### src/design/buh_pkg.sv
// Package for the bounded undo/redo position history.
// Holds command and outcome codes, fixed field widths and the control structs.
// No dependencies.
package buh_pkg;

    localparam int CMD_W     = 2;
    localparam int OUTCOME_W = 2;
    localparam int CFG_W     = 6;
    localparam int ENTRY_W   = 6;

    // limit after reset
    localparam logic [CFG_W-1:0] MAX_ENTRIES_RESET = 6'd20;

    typedef enum logic [CMD_W-1:0] {
        CMD_JUMP = 2'd0,
        CMD_UNDO = 2'd1,
        CMD_REDO = 2'd2
    } cmd_t;

    typedef enum logic [OUTCOME_W-1:0] {
        OUT_IGNORED  = 2'd0,
        OUT_RECORDED = 2'd1,
        OUT_BACK     = 2'd2,
        OUT_FORWARD  = 2'd3
    } outcome_t;

    // status that travels with a result beat
    typedef struct packed {
        outcome_t outcome;
        logic     can_undo;
        logic     can_redo;
    } res_flags_t;

    // per-command control from the step logic
    typedef struct packed {
        res_flags_t res;
        logic       wr_en;
        logic       rd_en;
    } step_ctrl_t;

endpackage

### src/design/buh_store.sv
// Position store: ring of history slots, one write and one registered read per cycle.
// Depends on nothing but its parameters.
module buh_store #(
    parameter int DEPTH  = 32,
    parameter int DATA_W = 40,
    localparam int SLOT_W = $clog2(DEPTH)
) (
    input  logic              clk,
    input  logic              wr_en,
    input  logic [SLOT_W-1:0] wr_slot,
    input  logic [DATA_W-1:0] wr_data,
    input  logic              load,     // capture new read data
    input  logic              rd_en,    // read the slot, else capture zero
    input  logic [SLOT_W-1:0] rd_slot,
    output logic [DATA_W-1:0] rd_data
);

    logic [DATA_W-1:0] mem [DEPTH];
    logic [DATA_W-1:0] rd_data_reg;

    always_ff @(posedge clk)
    begin
        if (wr_en)
        begin
            mem[wr_slot] <= wr_data;
        end
    end

    // write and read slots of one command never coincide
    always_ff @(posedge clk)
    begin
        if (load)
        begin
            rd_data_reg <= rd_en ? mem[rd_slot] : '0;
        end
    end

    assign rd_data = rd_data_reg;

endmodule

### src/design/buh_step.sv
// Next-state logic for one history command: ring pointer, count, cursor, slots.
// Depends on buh_pkg.
module buh_step #(
    parameter int DEPTH = 32,
    localparam int SLOT_W = $clog2(DEPTH),
    localparam int CNT_W  = $clog2(DEPTH + 1),
    localparam int CUR_W  = CNT_W + 2
) (
    input  buh_pkg::cmd_t             cmd,
    input  logic                      view_empty,
    input  logic [SLOT_W-1:0]         oldest,
    input  logic [CNT_W-1:0]          held,
    input  logic signed [CUR_W-1:0]   cursor,
    input  logic [CNT_W-1:0]          lim,
    output logic [SLOT_W-1:0]         oldest_next,
    output logic [CNT_W-1:0]          held_next,
    output logic signed [CUR_W-1:0]   cursor_next,
    output logic [SLOT_W-1:0]         wr_slot,
    output logic [SLOT_W-1:0]         rd_slot,
    output buh_pkg::step_ctrl_t       ctrl
);

    import buh_pkg::*;

    localparam logic [CNT_W:0] DEPTH_S = (CNT_W + 1)'(DEPTH);

    function automatic logic [SLOT_W-1:0] wrap(input logic [CNT_W:0] s);
        logic [CNT_W:0] r;
        r = (s >= DEPTH_S) ? (s - DEPTH_S) : s;
        return r[SLOT_W-1:0];
    endfunction

    logic signed [CUR_W-1:0] held_s;
    logic signed [CUR_W-1:0] cplus;
    logic                    undo_ok;
    logic                    redo_ok;

    // shared append path
    logic [CNT_W-1:0]        base;
    logic [CNT_W:0]          cnt;
    logic [CNT_W:0]          drop;
    logic                    over;
    logic signed [CUR_W-1:0] drop_s;
    logic [SLOT_W-1:0]       app_oldest;
    logic [CNT_W-1:0]        app_held;
    logic signed [CUR_W-1:0] app_cursor;
    logic [SLOT_W-1:0]       app_slot;

    logic [SLOT_W-1:0]       cur_slot;
    logic [SLOT_W-1:0]       prev_slot;
    logic [SLOT_W-1:0]       next_slot;
    logic signed [CUR_W-1:0] cur_m1;

    assign held_s  = $signed(CUR_W'(held));
    assign cplus   = cursor + CUR_W'(1);
    assign cur_m1  = cursor - CUR_W'(1);
    assign undo_ok = (cursor > 0) && (cursor <= held_s);
    assign redo_ok = cplus < held_s;

    always_comb
    begin
        // a jump first cuts the list at the cursor
        if (cmd == CMD_JUMP && cursor >= 0 && held_s > cursor)
        begin
            base = cursor[CNT_W-1:0];
        end
        else
        begin
            base = held;
        end
        cnt        = {1'b0, base} + (CNT_W + 1)'(1);
        over       = cnt > {1'b0, lim};
        drop       = cnt - {1'b0, lim};
        drop_s     = $signed(CUR_W'(drop));
        app_oldest = over ? wrap((CNT_W + 1)'(oldest) + drop) : oldest;
        app_held   = over ? lim : cnt[CNT_W-1:0];
        if (!over)
        begin
            app_cursor = cursor;
        end
        else if (cursor < 0 || cursor > drop_s)
        begin
            app_cursor = cursor - drop_s;
        end
        else
        begin
            app_cursor = '0;
        end
        app_slot = wrap((CNT_W + 1)'(oldest) + (CNT_W + 1)'(base));
    end

    always_comb
    begin
        // cursor one below zero addresses the slot below the oldest
        if (cursor < 0)
        begin
            cur_slot = (oldest == '0) ? SLOT_W'(DEPTH - 1) : oldest - SLOT_W'(1);
        end
        else
        begin
            cur_slot = wrap((CNT_W + 1)'(oldest) + (CNT_W + 1)'(cursor[CNT_W-1:0]));
        end
        prev_slot = wrap((CNT_W + 1)'(oldest) + (CNT_W + 1)'(cur_m1[CNT_W-1:0]));
        next_slot = wrap((CNT_W + 1)'(oldest) + (CNT_W + 1)'(cplus[CNT_W-1:0]));
    end

    always_comb
    begin
        oldest_next      = oldest;
        held_next        = held;
        cursor_next      = cursor;
        wr_slot          = cur_slot;
        rd_slot          = next_slot;
        ctrl.res.outcome = OUT_IGNORED;
        ctrl.wr_en       = 1'b0;
        ctrl.rd_en       = 1'b0;
        case (cmd)
            CMD_JUMP:
            begin
                if (!view_empty)
                begin
                    oldest_next      = app_oldest;
                    held_next        = app_held;
                    cursor_next      = app_cursor + CUR_W'(1);
                    wr_slot          = app_slot;
                    ctrl.wr_en       = 1'b1;
                    ctrl.res.outcome = OUT_RECORDED;
                end
            end
            CMD_UNDO:
            begin
                if (!view_empty && undo_ok)
                begin
                    ctrl.wr_en       = 1'b1;
                    ctrl.rd_en       = 1'b1;
                    rd_slot          = prev_slot;
                    ctrl.res.outcome = OUT_BACK;
                    if (cursor == held_s)
                    begin
                        // at the top: save the current position as a new entry
                        oldest_next = app_oldest;
                        held_next   = app_held;
                        cursor_next = app_cursor - CUR_W'(1);
                        wr_slot     = app_slot;
                    end
                    else
                    begin
                        cursor_next = cur_m1;
                    end
                end
            end
            CMD_REDO:
            begin
                if (!view_empty && redo_ok)
                begin
                    ctrl.wr_en       = 1'b1;
                    ctrl.rd_en       = 1'b1;
                    rd_slot          = next_slot;
                    cursor_next      = cplus;
                    ctrl.res.outcome = OUT_FORWARD;
                    // landing one below the last entry drops it
                    if (cplus + CUR_W'(1) == held_s)
                    begin
                        held_next = held - CNT_W'(1);
                    end
                end
            end
            default:
            begin
                ctrl.res.outcome = OUT_IGNORED;
            end
        endcase
        ctrl.res.can_undo = (cursor_next > 0) && (cursor_next <= $signed(CUR_W'(held_next)));
        ctrl.res.can_redo = (cursor_next + CUR_W'(1)) < $signed(CUR_W'(held_next));
    end

endmodule

### src/design/bounded_undo_redo_position_history.sv
// Top level of the bounded undo/redo position history.
// Input register, step logic (buh_step), position store (buh_store), result register.
// Depends on buh_pkg, buh_step, buh_store.
//
//  channel  dir  handshake              payload
//  s_*      in   s_tvalid / s_tready    tdata: cur_paragraph, cur_word; tuser: command, view_empty
//  m_*      out  m_tvalid / m_tready    tdata: target pos, can_undo, can_redo, entry_count;
//                                       tuser: outcome
//  cfg_*    in   cfg_wen                cfg_wdata: max_entries
//
// One beat per cycle sustained while m_tready stays high; the command beat is first captured
// in the input register, then the state update and the registered store read land in the
// result register at the same edge.
// Reset clears the valid bits, ring pointer, count and cursor and sets the limit to 20;
// the store is not cleared (entries outside the held list are never read).
// A stalled m_tready holds the result beat; s_tready drops only once the input register
// is also full.
module bounded_undo_redo_position_history #(
    parameter int HISTORY_DEPTH  = 32,
    parameter int PARAGRAPH_BITS = 24,
    parameter int WORD_BITS      = 16
) (
    input  logic                      clk,
    input  logic                      rst_n,
    // configuration
    input  logic                      cfg_wen,
    input  logic [buh_pkg::CFG_W-1:0] cfg_wdata,     // max_entries
    // command beats
    input  logic                      s_tvalid,
    output logic                      s_tready,
    // [PARAGRAPH_BITS-1:0] cur_paragraph, then cur_word, zero pad to bytes
    input  logic [((PARAGRAPH_BITS + WORD_BITS + 7) / 8) * 8 - 1:0] s_tdata,
    // [1:0] command, [2] view_empty
    input  logic [buh_pkg::CMD_W:0]   s_tuser,
    // result beats
    output logic                      m_tvalid,
    input  logic                      m_tready,
    // target_paragraph, target_word, can_undo, can_redo, entry_count, zero pad to bytes
    output logic [((PARAGRAPH_BITS + WORD_BITS + 2 + buh_pkg::ENTRY_W + 7) / 8) * 8 - 1:0]
                                      m_tdata,
    // [1:0] outcome
    output logic [buh_pkg::OUTCOME_W-1:0] m_tuser
);

    import buh_pkg::*;

    localparam int SLOT_W = $clog2(HISTORY_DEPTH);
    localparam int CNT_W  = $clog2(HISTORY_DEPTH + 1);
    localparam int CUR_W  = CNT_W + 2;
    localparam int POS_W  = PARAGRAPH_BITS + WORD_BITS;
    localparam int OUT_W  = ((POS_W + 2 + ENTRY_W + 7) / 8) * 8;
    localparam int LIM_W  = (CNT_W > CFG_W) ? CNT_W : CFG_W;

    // configuration register and effective limit (zero reads as one, clipped to depth)
    logic [CFG_W-1:0] max_entries_reg;
    logic [LIM_W-1:0] cfg_ext;
    logic [CNT_W-1:0] lim;

    always_ff @(posedge clk or negedge rst_n)
    begin
        if (!rst_n)
        begin
            max_entries_reg <= MAX_ENTRIES_RESET;
        end
        else if (cfg_wen)
        begin
            max_entries_reg <= cfg_wdata;
        end
    end

    always_comb
    begin
        cfg_ext = LIM_W'(max_entries_reg);
        if (cfg_ext == '0)
        begin
            lim = CNT_W'(1);
        end
        else if (cfg_ext > LIM_W'(HISTORY_DEPTH))
        begin
            lim = CNT_W'(HISTORY_DEPTH);
        end
        else
        begin
            lim = cfg_ext[CNT_W-1:0];
        end
    end

    // handshake: input register feeds the result register
    logic a_valid_reg;
    logic b_valid_reg;
    logic b_load;
    logic a_fire;
    logic in_fire;

    assign b_load   = !b_valid_reg || m_tready;
    assign a_fire   = a_valid_reg && b_load;
    assign s_tready = !a_valid_reg || b_load;
    assign in_fire  = s_tvalid && s_tready;
    assign m_tvalid = b_valid_reg;

    always_ff @(posedge clk or negedge rst_n)
    begin
        if (!rst_n)
        begin
            a_valid_reg <= 1'b0;
            b_valid_reg <= 1'b0;
        end
        else
        begin
            if (in_fire)
            begin
                a_valid_reg <= 1'b1;
            end
            else if (a_fire)
            begin
                a_valid_reg <= 1'b0;
            end
            if (b_load)
            begin
                b_valid_reg <= a_valid_reg;
            end
        end
    end

    // input register payload
    logic [CMD_W-1:0]          a_cmd_reg;
    logic                      a_empty_reg;
    logic [PARAGRAPH_BITS-1:0] a_par_reg;
    logic [WORD_BITS-1:0]      a_word_reg;

    always_ff @(posedge clk)
    begin
        if (in_fire)
        begin
            a_cmd_reg   <= s_tuser[CMD_W-1:0];
            a_empty_reg <= s_tuser[CMD_W];
            a_par_reg   <= s_tdata[PARAGRAPH_BITS-1:0];
            a_word_reg  <= s_tdata[PARAGRAPH_BITS +: WORD_BITS];
        end
    end

    // history state: ring pointer to oldest slot, held count, cursor
    // (cursor may sit one below zero after an undo at a limit of one)
    logic [SLOT_W-1:0]       oldest_reg;
    logic [CNT_W-1:0]        held_reg;
    logic signed [CUR_W-1:0] cursor_reg;
    logic [SLOT_W-1:0]       oldest_next;
    logic [CNT_W-1:0]        held_next;
    logic signed [CUR_W-1:0] cursor_next;
    logic [SLOT_W-1:0]       wr_slot;
    logic [SLOT_W-1:0]       rd_slot;
    step_ctrl_t              ctrl;

    buh_step #(
        .DEPTH (HISTORY_DEPTH)
    ) u_step (
        .cmd         (cmd_t'(a_cmd_reg)),
        .view_empty  (a_empty_reg),
        .oldest      (oldest_reg),
        .held        (held_reg),
        .cursor      (cursor_reg),
        .lim         (lim),
        .oldest_next (oldest_next),
        .held_next   (held_next),
        .cursor_next (cursor_next),
        .wr_slot     (wr_slot),
        .rd_slot     (rd_slot),
        .ctrl        (ctrl)
    );

    always_ff @(posedge clk or negedge rst_n)
    begin
        if (!rst_n)
        begin
            oldest_reg <= '0;
            held_reg   <= '0;
            cursor_reg <= '0;
        end
        else if (a_fire)
        begin
            oldest_reg <= oldest_next;
            held_reg   <= held_next;
            cursor_reg <= cursor_next;
        end
    end

    // position store; its read register is part of the result register
    logic [POS_W-1:0] rd_data;

    buh_store #(
        .DEPTH  (HISTORY_DEPTH),
        .DATA_W (POS_W)
    ) u_store (
        .clk     (clk),
        .wr_en   (a_fire && ctrl.wr_en),
        .wr_slot (wr_slot),
        .wr_data ({a_word_reg, a_par_reg}),
        .load    (a_fire),
        .rd_en   (ctrl.rd_en),
        .rd_slot (rd_slot),
        .rd_data (rd_data)
    );

    // result register
    res_flags_t         b_flags_reg;
    logic [ENTRY_W-1:0] b_count_reg;

    always_ff @(posedge clk)
    begin
        if (a_fire)
        begin
            b_flags_reg <= ctrl.res;
            b_count_reg <= ENTRY_W'(held_next);
        end
    end

    assign m_tdata = OUT_W'({b_count_reg, b_flags_reg.can_redo, b_flags_reg.can_undo, rd_data});
    assign m_tuser = b_flags_reg.outcome;

    // cursor never passes the held count, except one below zero with a single entry
    a_cursor_range: assert property (@(posedge clk) disable iff (!rst_n)
        (cursor_reg >= 0 && cursor_reg <= $signed(CUR_W'(held_reg)))
        || (cursor_reg == -1 && held_reg == CNT_W'(1)))
        else $error("cursor out of range");

    a_held_bound: assert property (@(posedge clk) disable iff (!rst_n)
        held_reg <= CNT_W'(HISTORY_DEPTH))
        else $error("held count above depth");

    // a command on an empty view leaves the history untouched
    a_empty_no_change: assert property (@(posedge clk) disable iff (!rst_n)
        (a_fire && a_empty_reg) |=>
        ($stable(held_reg) && $stable(cursor_reg) && $stable(oldest_reg)))
        else $error("history changed on empty view");

    // only undo and redo report a target position
    a_target_zero: assert property (@(posedge clk) disable iff (!rst_n)
        (m_tvalid && (m_tuser == OUT_IGNORED || m_tuser == OUT_RECORDED))
        |-> (m_tdata[POS_W-1:0] == '0))
        else $error("target reported without a move");

endmodule
### config.mk
export PLATFORM = sky130hd
export DESIGN_NAME = bounded_undo_redo_position_history
export DESIGN_NICKNAME = d
export VERILOG_FILES = /design/src/design/buh_pkg.sv /design/src/design/buh_store.sv /design/src/design/buh_step.sv /design/src/design/bounded_undo_redo_position_history.sv
export SDC_FILE = /design/constraint.sdc
export NUM_CORES = 2
export LEC_CHECK = 0
export BUFFER_PORTS_ARGS = -buffer_cell sky130_fd_sc_hd__buf_2
export CAP_MARGIN = 20
export CORE_MARGIN = 2
export CORE_UTILIZATION = 50
export DETAILED_ROUTE_END_ITERATION = 6
export PLACE_DENSITY = 0.68
export SYNTH_ARGS = -nofsm -noshare
export SYNTH_HDL_FRONTEND = slang
export SYNTH_SLANG_ARGS = --single-unit
### constraint.sdc
create_clock -name clk -period 7.8 [get_ports clk]
set_input_delay 1.17 -clock clk [delete_from_list [all_inputs] [get_ports clk]]
set_output_delay 1.17 -clock clk [all_outputs]
set_load 0.02 [all_outputs]
==> impl_metrics.yaml <==
final_layout:
  drive_gt1_share_pct: 27.6
  largest_register_ffs: 1280
  fin_util_pct: 57.8
  n_fill_cell: 8315
  final_net_count: 3419
  antenna_cells: 0
  area_delta_synth_final_pct: 14.7
floorplan:
  start_util_pct: 50.4
  coreArea_mm2: 0.114
  core.rowCount: 124
  die_h_um: 343
  ios: 106
  dieArea_mm2: 0.118
  chipWidth_um: 343
synth:
  netlist_area_mm2: 0.0576
  ys_seq_elements: 1400
  netlist-cell-type-count: 87
  async_flop_share_pct: 1.93
  synthAdderAreaFrac_pct: 1.81
  netlist_instances: 3011
  synth_compound_area_share_pct: 4.97
  ys.flop_type: "edfxtp_1"
  seq_area_frac_synth_pct: 72.8
  synth_warnings: 0
  synth_top_family_by_area: "multiplexers"
  synth_area_per_cell_um2: 19.1
  syn_nets: 3144
  synth_edf_count: 1373
  synth_xor_area_share_pct: 0.912
  synth-simple-area-share_pct: 3.69
  synth_mux_area_share_pct: 14.3
place:
  dp_slack_ns: -0.506
  io_buffers: 105
  gp_congestion: 0.943
  hpwl_um: 78000
status:
  status: "finished clean"
clocking:
  numCtsBuffers: 144
  htreeDepth: 4
  cts_root_buf: "clkbuf_16"
  clkTransAtPathRegs_ns: 0.07
  clock_path_buffers: 3
  cts_num_sinks: 1400
  cts_tree: "built"
  cts_hold_buf: 0
  clk_latency_ns: 0.75
sta:
  rsz0062_at_grt: "true"
  setup_slack_ns: 0.163
  clock.fmax_ghz: 0.131
  min_period_ns: 7.64
  finalSetupViolCount: 0
  hold_viol_final: 0
  finalMaxSlewViolations: 0
  fin_tns_setup_ns: 0
  period_share_pct: 97.9
  holdWs_ns: 0.474
  worst-slew-pin-transition_ns: 1.12
  slew_headroom_pct: 24.7
  finalClockSkew_ns: 0.0263
worst_setup_path:
  path_max_fanout: 5
  cp.required_ns: 8.29
  cpPeakStageDelay_ns: 0.53
  slowest_stage: "or4_1"
  crit_type: "flop to flop"
  critical_path_arrival_ns: 8.13
  cpMostUsedCell: "ha_4"
  cp-start-kind: "flop"
  crit_path_end_kind: "flop"
routing:
  vias: 30700
  drtPass1Iterations: 6
  drt_iter0_drc: 3165
  drt-total-wl_um: 144000
  avgRoutedWirePerCell_um: 29.4
  drc: 0
  via_per_inst: 6.25
  postRouteAntennaNets: 0
worst_hold_path:
  hp-class: "input port to async pin"
grt:
  grt_antenna_before_repair: 3
  gr-total-overflow: 0
  grt_max_degree: 161
  grt_pass1_vias: 31400
  grt_pass1_wl_um: 212000
  grt_use_total_pct: 24.8
flow_run:
  max_cap_viol_count: 0
-- timing repair --
| item | CTS | global route |
|---|---|---|
| cloned | 1 | 0 |
| endpoints found under the setup margin | 2 | 2 |
| resized for setup | 17 | 49 |
| pin swaps | 16 | 38 |
| setup buffers | 15 | 4 |
-- synth_stat cells (all sizes together) (8+ instances only) --
| cell type | number | area, um^2 |
|---|---|---|
| nand2b | 16 | 100 |
| o21a | 12 | 90.1 |
| mux4 | 320 | 7210 |
| a211oi | 123 | 928 |
| xnor2 | 39 | 342 |
| inv | 53 | 199 |
| mux2i | 84 | 841 |
| nand3 | 27 | 140 |
| or4 | 9 | 71.3 |
| o211ai | 8 | 60.1 |
| nor2 | 126 | 473 |
| nand4 | 9 | 56.3 |
| nor3 | 11 | 55.1 |
| and3 | 10 | 62.6 |
| ha | 72 | 901 |
| a21oi | 138 | 706 |
| mux2 | 15 | 169 |
| dfrtp | 25 | 626 |
| xor2 | 21 | 184 |
| o21ai | 45 | 225 |
| nand3b | 9 | 67.6 |
| clkbuf | 95 | 357 |
| edfxtp | 1373 | 41200 |
| a21o | 16 | 120 |
| nand2 | 68 | 255 |
| nor4 | 11 | 75.1 |
| nor2b | 85 | 532 |
| buf | 68 | 363 |
-- final timing paths --
check / start / to / slack, ns / cells after the start
setup / recovery: cursor_reg[5]$_DFFE_PN0P_ / m_tdata[41]$_DFFE_PP_ / 0.16 / 37
hold / removal: rst_n / cfg_ext[1]$_DFFE_PN0P_ / 0.47 / 1
setup reg to reg: cursor_reg[5]$_DFFE_PN0P_ / m_tdata[41]$_DFFE_PP_ / 0.16 / 37
hold reg to reg: a_valid_reg$_DFFE_PN0P_ / m_tvalid$_DFFE_PN0P_ / 0.51 / 1
max in group asynchronous: rst_n / cursor_reg[1]$_DFFE_PN0P_ / 6.77 / 1
min in group clk: a_valid_reg$_DFFE_PN0P_ / m_tvalid$_DFFE_PN0P_ / 0.51 / 1
-- per-stage QoR --
stage	cells	area (um^2)
after CTS	4907	65800
after detailed placement	4635	61200
after floorplan	3011	57600
after global placement	4635	61200
after global routing	4908	66100
final	4908	66100
-- cells in the final DEF (no fill, tap or decap), types with 10 or more instances in the layout --
cell type,Yosys,layout
inv_6,0,10
nand2_1,68,67
a211oi_1,122,122
a21oi_1,136,127
buf_12,0,23
o21a_1,12,12
nor2_1,126,92
dfrtp_1,25,24
xnor2_1,39,36
clkinv_1,1,30
nor3_1,11,11
clkbuf_16,0,148
ha_1,72,60
clkinv_2,0,20
nand2b_1,16,16
edfxtp_1,1373,1373
xor2_1,21,20
nand3_1,26,25
nor2b_1,85,85
inv_1,51,44
mux4_2,320,320
mux2i_1,84,83
buf_4,10,162
o21ai_0,42,34
clkbuf_1,95,37
mux2_2,15,14
buf_2,44,105
nor2_4,0,33
a21o_1,16,15
-- cells by family after synthesis --
logic type                 after synthesis
AOI/OAI and AO/OA                      425
buffers and inverters                  217
xor gates and xnor gates                60
and+or+nand+nor                        411
muxes                                  419
adders and majority gates               79
DFF                                   1400
-- worst max-delay path, delay by kind of cell (launching register included) --
| kind | cells | cell delay (ns) |
|---|---|---|
| AND/OR/NAND/NOR | 10 | 1.97 |
| multiplexers | 1 | 0.27 |
| adder cells (fa/ha/maj) | 6 | 1.46 |
| XOR/XNOR | 2 | 0.38 |
| flip-flops | 1 | 0.41 |
| buffers and inverters | 1 | 0.10 |
| AO/OA/AOI/OAI | 17 | 2.80 |
-- routing by layer --
metal | wire length, um | global-route usage, %
met1 | 58300 | 34.3
met2 | 71900 | 41.0
met3 | 10200 | 4.00
met4 | 3960 | 7.41
met5 | 12 | 0
-- layout make-up --
cell class | count | area [um^2] | area share, %
multi-input cells | 1395 | 15400 | 23.3
clock inverters | 71 | 579 | 0.877
flip-flops and latches | 1400 | 41900 | 63.4
well taps | 1512 | 1890 | 2.86
inverters | 54 | 204 | 0.309
repair buffers | 291 | 2210 | 3.35
clock buffers | 185 | 3840 | 5.82
Power is not shown: default switching activity piles up to over one toggle a cycle in this logic, so the estimate is an artifact.
